$ cat src/sv/jste_pkg.sv
// ----------------------------------------------------------------------------
// jste_pkg
// Shared constants, field widths and types of the job shop tardiness
// evaluator.
// ----------------------------------------------------------------------------
package jste_pkg;

    localparam int MACHINES  = 16;
    localparam int JOBS      = 64;
    localparam int TIME_BITS = 24;

    localparam int MACH_BITS = 4;
    localparam int JOB_BITS  = 6;
    localparam int DUR_BITS  = 16;
    localparam int DUE_BITS  = 24;
    localparam int END_BITS  = 24;
    localparam int SUM_BITS  = 32;

    localparam int MACH_DEPTH = (MACHINES < (1 << MACH_BITS)) ? MACHINES : (1 << MACH_BITS);
    localparam int JOB_DEPTH  = (JOBS < (1 << JOB_BITS)) ? JOBS : (1 << JOB_BITS);
    localparam int MACH_AW    = (MACH_DEPTH > 1) ? $clog2(MACH_DEPTH) : 1;
    localparam int JOB_AW     = (JOB_DEPTH > 1) ? $clog2(JOB_DEPTH) : 1;

    localparam int EXT_BITS = ((TIME_BITS > DUR_BITS) ? TIME_BITS : DUR_BITS) + 1;
    localparam int CMP_BITS = (TIME_BITS > DUE_BITS) ? TIME_BITS : DUE_BITS;
    localparam int ACC_BITS = ((CMP_BITS > SUM_BITS) ? CMP_BITS : SUM_BITS) + 1;

    localparam logic FUNC_TASK = 1'b0;
    localparam logic FUNC_DUE  = 1'b1;

    typedef logic [TIME_BITS-1:0] time_t;
    typedef logic [SUM_BITS-1:0]  sum_t;

    localparam time_t TIME_MAX = '1;
    localparam sum_t  SUM_MAX  = '1;

    typedef struct packed {
        logic                 func;
        logic [MACH_BITS-1:0] task_machine;
        logic [JOB_BITS-1:0]  task_job;
        logic [DUR_BITS-1:0]  duration;
        logic [DUE_BITS-1:0]  due_date;
        logic                 last_due;
    } item_t;

endpackage

$ cat src/sv/jste_item_if.sv
// ----------------------------------------------------------------------------
// jste_item_if
// Input channel: one task or due-date transaction per valid/ready handshake.
// ----------------------------------------------------------------------------
interface jste_item_if;

    logic                           valid;
    logic                           ready;
    logic                           func;
    logic [jste_pkg::MACH_BITS-1:0] task_machine;
    logic [jste_pkg::JOB_BITS-1:0]  task_job;
    logic [jste_pkg::DUR_BITS-1:0]  duration;
    logic [jste_pkg::DUE_BITS-1:0]  due_date;
    logic                           last_due;

    modport source (
        output valid,
        output func,
        output task_machine,
        output task_job,
        output duration,
        output due_date,
        output last_due,
        input  ready
    );

    modport sink (
        input  valid,
        input  func,
        input  task_machine,
        input  task_job,
        input  duration,
        input  due_date,
        input  last_due,
        output ready
    );

endinterface

$ cat src/sv/jste_result_if.sv
// ----------------------------------------------------------------------------
// jste_result_if
// Result channel: one end time / tardiness transaction per handshake.
// ----------------------------------------------------------------------------
interface jste_result_if;

    logic                          valid;
    logic                          ready;
    logic [jste_pkg::END_BITS-1:0] end_time;
    logic [jste_pkg::SUM_BITS-1:0] tardiness_total;
    logic                          total_done;

    modport source (
        output valid,
        output end_time,
        output tardiness_total,
        output total_done,
        input  ready
    );

    modport sink (
        input  valid,
        input  end_time,
        input  tardiness_total,
        input  total_done,
        output ready
    );

endinterface

$ cat src/sv/job_shop_tardiness_evaluator_unit.sv
// ----------------------------------------------------------------------------
// job_shop_tardiness_evaluator_unit
// Pipeline: an accepted input transaction is registered into stage s1 while
// the job table RAM read is issued, then into the output register when s1 fires.
// Throughput: one transaction per cycle while result.ready is high; a
// write-to-read bypass covers the task that finishes in the accept cycle.
// Reset: tables read as zero at once (machine registers cleared, job table
// valid bits cleared); no clearing sweep, the last due item clears the same way.
// ----------------------------------------------------------------------------
module job_shop_tardiness_evaluator_unit (
    input  logic          clk,
    input  logic          rst_n,
    jste_item_if.sink     item,
    jste_result_if.source result
);

    jste_pkg::item_t in_item;
    logic            in_fire;
    logic            s1_fire;

    logic            s1_valid_reg;
    jste_pkg::item_t s1_item_reg;
    logic            s1_fwd_hit_reg;
    jste_pkg::time_t s1_fwd_data_reg;

    logic                          out_valid_reg;
    logic [jste_pkg::END_BITS-1:0] out_end_reg;
    jste_pkg::sum_t                out_sum_reg;
    logic                          out_done_reg;

    jste_pkg::sum_t                  sum_reg;
    logic [jste_pkg::JOB_DEPTH-1:0]  job_valid_reg;
    jste_pkg::time_t                 mach_ready_reg [jste_pkg::MACH_DEPTH];

    logic                          ram_wr_en;
    logic [jste_pkg::JOB_AW-1:0]   ram_wr_addr;
    jste_pkg::time_t               ram_wr_data;
    logic [jste_pkg::JOB_AW-1:0]   ram_rd_addr;
    jste_pkg::time_t               ram_rd_data;

    logic                          mach_ok;
    logic                          job_ok;
    logic [jste_pkg::MACH_AW-1:0]  mach_idx;
    logic [jste_pkg::JOB_AW-1:0]   job_idx;
    jste_pkg::time_t               mr;
    jste_pkg::time_t               jr;
    jste_pkg::time_t               start;
    logic [jste_pkg::EXT_BITS-1:0] end_ext;
    jste_pkg::time_t               end_sat;
    logic [jste_pkg::CMP_BITS-1:0] jr_c;
    logic [jste_pkg::CMP_BITS-1:0] due_c;
    logic [jste_pkg::CMP_BITS-1:0] late;
    logic [jste_pkg::ACC_BITS-1:0] acc;
    jste_pkg::sum_t                sum_sat;
    logic                          is_task;
    logic                          clear;

    // input packing and handshake
    assign in_item = '{
        func:         item.func,
        task_machine: item.task_machine,
        task_job:     item.task_job,
        duration:     item.duration,
        due_date:     item.due_date,
        last_due:     item.last_due
    };

    assign s1_fire    = s1_valid_reg && (!out_valid_reg || result.ready);
    assign item.ready = !s1_valid_reg || s1_fire;
    assign in_fire    = item.valid && item.ready;

    // job ready table
    assign ram_rd_addr = in_item.task_job[jste_pkg::JOB_AW-1:0];

    jste_ram #(
        .WIDTH (jste_pkg::TIME_BITS),
        .DEPTH (jste_pkg::JOB_DEPTH)
    ) u_job_ram (
        .clk     (clk),
        .wr_en   (ram_wr_en),
        .wr_addr (ram_wr_addr),
        .wr_data (ram_wr_data),
        .rd_en   (in_fire),
        .rd_addr (ram_rd_addr),
        .rd_data (ram_rd_data)
    );

    // evaluation
    always_comb
    begin
        is_task  = (s1_item_reg.func == jste_pkg::FUNC_TASK);
        mach_ok  = (32'(s1_item_reg.task_machine) < jste_pkg::MACHINES);
        job_ok   = (32'(s1_item_reg.task_job) < jste_pkg::JOBS);
        mach_idx = s1_item_reg.task_machine[jste_pkg::MACH_AW-1:0];
        job_idx  = s1_item_reg.task_job[jste_pkg::JOB_AW-1:0];

        mr = mach_ok ? mach_ready_reg[mach_idx] : '0;
        if (job_ok && job_valid_reg[job_idx])
        begin
            jr = s1_fwd_hit_reg ? s1_fwd_data_reg : ram_rd_data;
        end
        else
        begin
            jr = '0;
        end

        start   = (mr > jr) ? mr : jr;
        end_ext = jste_pkg::EXT_BITS'(start)
                + jste_pkg::EXT_BITS'(s1_item_reg.duration);
        end_sat = (end_ext > jste_pkg::EXT_BITS'(jste_pkg::TIME_MAX))
                ? jste_pkg::TIME_MAX : jste_pkg::TIME_BITS'(end_ext);

        jr_c  = jste_pkg::CMP_BITS'(jr);
        due_c = jste_pkg::CMP_BITS'(s1_item_reg.due_date);
        late  = (jr_c > due_c) ? (jr_c - due_c) : '0;
        acc   = jste_pkg::ACC_BITS'(sum_reg) + jste_pkg::ACC_BITS'(late);
        sum_sat = (|acc[jste_pkg::ACC_BITS-1:jste_pkg::SUM_BITS])
                ? jste_pkg::SUM_MAX : acc[jste_pkg::SUM_BITS-1:0];

        clear = s1_fire && !is_task && s1_item_reg.last_due;

        ram_wr_en   = s1_fire && is_task && job_ok;
        ram_wr_addr = job_idx;
        ram_wr_data = end_sat;
    end

    // control and state registers
    always_ff @(posedge clk or negedge rst_n)
    begin
        if (!rst_n)
        begin
            s1_valid_reg  <= 1'b0;
            out_valid_reg <= 1'b0;
            sum_reg       <= '0;
            job_valid_reg <= '0;
            for (int i = 0; i < jste_pkg::MACH_DEPTH; i++)
            begin
                mach_ready_reg[i] <= '0;
            end
        end
        else
        begin
            if (item.ready)
            begin
                s1_valid_reg <= item.valid;
            end
            if (s1_fire)
            begin
                out_valid_reg <= 1'b1;
            end
            else if (result.ready)
            begin
                out_valid_reg <= 1'b0;
            end

            if (clear)
            begin
                sum_reg       <= '0;
                job_valid_reg <= '0;
                for (int i = 0; i < jste_pkg::MACH_DEPTH; i++)
                begin
                    mach_ready_reg[i] <= '0;
                end
            end
            else if (s1_fire && is_task)
            begin
                if (mach_ok)
                begin
                    mach_ready_reg[mach_idx] <= end_sat;
                end
                if (job_ok)
                begin
                    job_valid_reg[job_idx] <= 1'b1;
                end
            end
            else if (s1_fire)
            begin
                sum_reg <= sum_sat;
            end
        end
    end

    // payload registers
    always_ff @(posedge clk)
    begin
        if (in_fire)
        begin
            s1_item_reg     <= in_item;
            s1_fwd_hit_reg  <= ram_wr_en && (ram_wr_addr == ram_rd_addr);
            s1_fwd_data_reg <= ram_wr_data;
        end
        if (s1_fire)
        begin
            if (is_task)
            begin
                out_end_reg  <= jste_pkg::END_BITS'(end_sat);
                out_sum_reg  <= sum_reg;
                out_done_reg <= 1'b0;
            end
            else
            begin
                out_end_reg  <= jste_pkg::END_BITS'(jr);
                out_sum_reg  <= sum_sat;
                out_done_reg <= s1_item_reg.last_due;
            end
        end
    end

    assign result.valid           = out_valid_reg;
    assign result.end_time        = out_end_reg;
    assign result.tardiness_total = out_sum_reg;
    assign result.total_done      = out_done_reg;

    // checks
    a_stall_needs_item: assert property (@(posedge clk) disable iff (!rst_n)
        !item.ready |-> (s1_valid_reg && out_valid_reg && !result.ready))
        else $error("input stalled without a pending transaction");

    a_clear_on_last: assert property (@(posedge clk) disable iff (!rst_n)
        clear |=> (sum_reg == '0 && job_valid_reg == '0))
        else $error("stores not cleared after last due transaction");

    a_sum_monotonic: assert property (@(posedge clk) disable iff (!rst_n)
        (s1_fire && !is_task && !clear) |=> (sum_reg >= $past(sum_reg)))
        else $error("tardiness sum decreased");

    a_task_sum_kept: assert property (@(posedge clk) disable iff (!rst_n)
        (s1_fire && is_task) |=> (out_sum_reg == sum_reg && !out_done_reg))
        else $error("task transaction changed the tardiness sum");

endmodule

$ cat src/sv/jste_ram.sv
// ----------------------------------------------------------------------------
// jste_ram
// Generic single-write, single-read RAM with registered read data.
// ----------------------------------------------------------------------------
module jste_ram #(
    parameter int WIDTH = 8,
    parameter int DEPTH = 16
) (
    input  logic                                  clk,
    input  logic                                  wr_en,
    input  logic [((DEPTH > 1) ? $clog2(DEPTH) : 1)-1:0] wr_addr,
    input  logic [WIDTH-1:0]                      wr_data,
    input  logic                                  rd_en,
    input  logic [((DEPTH > 1) ? $clog2(DEPTH) : 1)-1:0] rd_addr,
    output logic [WIDTH-1:0]                      rd_data
);

    logic [WIDTH-1:0] mem [DEPTH];
    logic [WIDTH-1:0] rd_data_reg;

    always_ff @(posedge clk)
    begin
        if (wr_en)
        begin
            mem[wr_addr] <= wr_data;
        end
        if (rd_en)
        begin
            rd_data_reg <= mem[rd_addr];
        end
    end

    assign rd_data = rd_data_reg;

endmodule

$ cat src/flat_wrapper.sv
// flat-port wrapper written by rule: the top's interface ports become plain ports
module job_shop_tardiness_evaluator_unit_flat 
  (clk, rst_n, item_valid, item_func, item_task_machine, item_task_job, item_duration, item_due_date, item_last_due, item_ready, result_valid, result_end_time, result_tardiness_total, result_total_done, result_ready);
  jste_item_if item_i ();
  jste_result_if result_i ();
  input  logic clk;
  input  logic rst_n;
  input wire logic [$bits(item_i.valid)-1:0] item_valid;
  input wire logic [$bits(item_i.func)-1:0] item_func;
  input wire logic [$bits(item_i.task_machine)-1:0] item_task_machine;
  input wire logic [$bits(item_i.task_job)-1:0] item_task_job;
  input wire logic [$bits(item_i.duration)-1:0] item_duration;
  input wire logic [$bits(item_i.due_date)-1:0] item_due_date;
  input wire logic [$bits(item_i.last_due)-1:0] item_last_due;
  output wire logic [$bits(item_i.ready)-1:0] item_ready;
  output wire logic [$bits(result_i.valid)-1:0] result_valid;
  output wire logic [$bits(result_i.end_time)-1:0] result_end_time;
  output wire logic [$bits(result_i.tardiness_total)-1:0] result_tardiness_total;
  output wire logic [$bits(result_i.total_done)-1:0] result_total_done;
  input wire logic [$bits(result_i.ready)-1:0] result_ready;
  assign item_i.valid = item_valid;
  assign item_i.func = item_func;
  assign item_i.task_machine = item_task_machine;
  assign item_i.task_job = item_task_job;
  assign item_i.duration = item_duration;
  assign item_i.due_date = item_due_date;
  assign item_i.last_due = item_last_due;
  assign item_ready = item_i.ready;
  assign result_valid = result_i.valid;
  assign result_end_time = result_i.end_time;
  assign result_tardiness_total = result_i.tardiness_total;
  assign result_total_done = result_i.total_done;
  assign result_i.ready = result_ready;
  job_shop_tardiness_evaluator_unit u_core (.clk(clk), .rst_n(rst_n), .item(item_i), .result(result_i));
endmodule
$ cat config.mk
export PLATFORM = sky130hd
export DESIGN_NAME = job_shop_tardiness_evaluator_unit_flat
export DESIGN_NICKNAME = d
export VERILOG_FILES = /design/src/sv/jste_pkg.sv /design/src/sv/jste_item_if.sv /design/src/sv/jste_result_if.sv /design/src/sv/job_shop_tardiness_evaluator_unit.sv /design/src/sv/jste_ram.sv /design/src/flat_wrapper.sv
export SDC_FILE = /design/constraint.sdc
export NUM_CORES = 2
export LEC_CHECK = 0
export ABC_CLOCK_PERIOD_IN_PS = 11800
export BUFFER_PORTS_ARGS = -buffer_cell sky130_fd_sc_hd__buf_4
export CAP_MARGIN = 10
export CORE_UTILIZATION = 65
export CTS_BUF_LIST = sky130_fd_sc_hd__clkbuf_4
export DETAILED_ROUTE_END_ITERATION = 10
export MAX_ROUTING_LAYER = met4
export PLACE_DENSITY = 0.82
export REMOVE_ABC_BUFFERS = 1
export SLEW_MARGIN = 30
export SYNTH_ARGS = -nofsm -noshare
export SYNTH_HDL_FRONTEND = slang
export SYNTH_HIERARCHICAL = 1
export SYNTH_SLANG_ARGS = --single-unit
$ cat constraint.sdc
create_clock -name clk -period 11.8 [get_ports clk]
set_input_delay 0.59 -clock clk [delete_from_list [all_inputs] [get_ports clk]]
set_output_delay 0.59 -clock clk [all_outputs]
set_load 0.005 [all_outputs]
==> parameters.txt <==
Parameter                              Value

Run status
  Status    complete, no violations

Floorplanning
  Die outline width    between 300 and 400 um
  Number of ports placed on the die boundary    115
  Total die area    142000 um^2
  Number of standard-cell rows in the floorplan    137
  Starting utilization of the core area    approximately 65%
  Vertical die dimension    about 380 um
  Area of the core    ~140000 um^2

Placement
  HPWL after detailed placement    147 mm
  Post-placement setup slack    about 1.3 ns
  Number of port buffers    ~110
  Gpl congestion    about 0.95

GRT
  Number of global-route vias before repair    57800
  Total routing resource utilization after global routing    37.9%
  Global-route wire length before repair    ~370 mm
  Leftover overflow at the end of global routing    0
  Initial antenna violation count    9
  Maximum number of pins on one net before global-route repair    163

Setup path
  Largest driver fanout on the critical path    65
  CP Class    reg -> reg
  Nature of the critical path startpoint    flop
  Critical Path AT    between 10 and 15 ns
  Library cell contributing the largest single delay on the critical path    clkinv_2
  Slowest Stage Delay on Critical Path    about 0.99 ns
  Critical Path RT    12.55 ns
  Type of element capturing the critical path    flop
  Logic depth of the worst register-to-register path    28

Synthesis
  Synth cell count leaders    edfxtp_1 (1694), dfrtp_1 (482), mux4_2 (480)
  Share of synthesized flip-flops with an asynchronous set or reset    22.2%
  Cell types occupying the most area after synthesis    edfxtp_1 (56%), dfrtp_1 (13%), mux4_2 (12%), nand3_1 (2.3%), o21ai_0 (2.2%)
  XOR/XNOR Fraction of Synth Area    0.490%
  EDFF count, synth    roughly 1700
  Number of synthesized register bits    2176
  Most common cell in the netlist    edfxtp_1
  Portion of netlist area occupied by mux cells    14.5%
  Largest family of logic cells by synthesized area    multiplexers
  Synth warnings    6
  Synth cell types    approximately 80
  Most frequently used flop master after synthesis    edfxtp_1
  Synthesized-area fraction occupied by adder cells    under 10%
  Cell type contributing the most total cell area after synthesis    edfxtp_1
  Post-Synthesis Cells    5616
  Avg Cell Area, Syn    approximately 16 um^2
  Fraction of the mapped netlist area in simple logic gates    5.69%
  Part of the Yosys area used for sequential elements    just under 70%
  Synthesized cell area    91200 um^2
  Complex-gate fraction of the synthesized area    between 6 and 7%
  Area share of the largest cell type after synthesis    55.8%

STA
  Normalized max-slew margin    roughly 25%
  Hold violation total from the final report    0
  Setup slack of the critical path after layout    around 0.9 ns
  Number of endpoints failing setup at the final stage    0
  Worst Hold Slack    about 0.16 ns
  Slew Limit Fails    0
  Period minus WS final    ~11 ns
  Top achievable clock speed    91.9 MHz
  RSZ-0062 raised after global routing    no
  Worst clock skew    0.131 ns
  Post-route clock period utilization    92.3%
  Transition time at the pin with the least slew margin    ~1.1 ns

Clock network
  TritonCTS Buffers    around 560
  Num Clock Sinks    between 2000 and 2500
  Maximum clock insertion buffer count    4
  TritonCTS clock tree    built
  Clock-pin slew reported for the worst setup and hold paths after clock tree synthesis    approximately 0.080 ns
  Number of H-tree levels    6
  Root Buffer Master    clkbuf_4
  Insertion delay to the later sink of the worst-skew pair    1.36 ns

Worst hold path
  Number of instances on the worst hold path    2
  Classification of the worst-slack hold path    in -> reg

Route
  Violation count after the first detailed-route iteration    8661
  Number of nets with antenna violations after routing    0
  Drt via density    6.89
  Via Count    58200
  DRC    0
  Detailed-routing iteration count for the pre-antenna-repair pass    6
  Detailed-route wire length per cell    30.6 um
  Routed WL    258 mm

Cells and area
  Share of final-layout standard cells stronger than drive strength 1    about 28%
  Layout overhead on the synthesized area    12.2%
  Layout net count    6311
  Max FFs per register    1536

Job
  Max capacitance violation total    0

Power and ir drop
  Max VDD drop    approximately 140 uV
  Ratio of total power to cell area    170 nW/um^2
  Leak    around 38 nW
-- cells in the final DEF, fill, tap and decap left out, types with 43 or more instances in the layout --
master         count
clkbuf_4         802
dlygate4sd3_1    103
buf_4            244
dfrtp_1          482
nand2_1          146
mux2_2            69
and3_1            43
edfxtp_1        1694
a31oi_1           89
nand3_1          407
nor2_2            54
ha_1              86
clkinv_1         113
nor2_1           207
a21oi_1          223
mux2i_1          160
a221oi_1          54
inv_1             76
mux4_2           480
o22ai_1           55
o21ai_0          400
-- per-layer routing --
| layer | vias up | wire [um] | part of all wire, % | track usage (%) |
|---|---|---|---|---|
| li1 | 23700 | - | - | - |
| met1 | 29000 | 87700 | 34 | 47.7 |
| met2 | 4634 | 122000 | 47 | 57.1 |
| met3 | 933 | 32800 | 13 | 9.15 |
| met4 | 0 | 15900 | 6.2 | 21.5 |
| met5 | - | 0 | 0 | - |
-- timing repair --
action,4_1_cts,5_1_grt
hold buffers,104,0
setup endpoints to repair,0,0
resized for setup,0,0
buffers inserted,0,0
endpoints found under the hold margin,257,0
-- critical path, delay by kind of cell (launching register included) --
family                   cells  cell delay [ns]
adder cells (fa/ha/maj)      3             0.84
multiplexers                 2             0.44
flip-flops                   1             0.93
buffers and inverters        4             1.97
AND/OR/NAND/NOR              6             1.90
AO/OA/AOI/OAI               13             4.13
-- path summary, 6_finish.rpt --
check / from / end / slack (ns)
worst max-delay path: u_core/job_idx[2] / u_core/u_job_ram/mem[25][14] / 0.91
worst min-delay path: item_task_job[3] / u_core/job_idx[3] / 0.16
worst max register to register: u_core/job_idx[2] / u_core/u_job_ram/mem[25][14] / 0.91
worst min register to register: u_core/mach_ready_reg[3] / u_core/mach_ready_reg[3] / 0.49
max in group asynchronous: rst_n / u_core/job_valid_reg[51] / 9.70
min in group asynchronous: rst_n / u_core/mach_ready_reg[346] / 0.53
-- report_power, final --
group	total (mW)	switching, mW	internal, mW
combinational	2.11	1.54	0.570
sequential	9.07	0.114	8.96
clock	6.23	3.00	3.22
total	17.4	4.65	12.8
-- final cells by class --
class                   count  area [um^2]
diodes                     17         42.5
clock buffers             802         6020
clock inverters           144          698
fillers                  8083        37100
inverters                 100          398
multi-input cells        2963        26500
flip-flops and latches   2176        62900
well taps                1876         2350
repair buffers            370         3300
-- logic make-up (layout without fill, tap and decap cells) --
group / count (synthesis) / in the layout
buffers and inverters: 477 / 1416
AO/OA/AOI/OAI: 1038 / 1038
AND/OR/NAND/NOR: 1073 / 1073
flip-flops: 2176 / 2176
adder cells (fa/ha/maj): 90 / 90
multiplexers: 711 / 711
other: 0 / 17
XOR/XNOR: 51 / 51
-- metrics by stage --
step	utilization, %	cell area [um^2]	total power [mW]	instances	TNS, ns
after CTS	73.2	102000	17.4	8427	0
final	73.4	102000	17.4	8448	0
after detailed placement	67.7	94300	11.2	7377	0
after global placement	67.5	94100	11.1	7373	0
after floorplan	-	89500	10.3	5239	-495.49
after global routing	73.4	102000	18.0	8442	0
(Power assumes the default switching activity.)
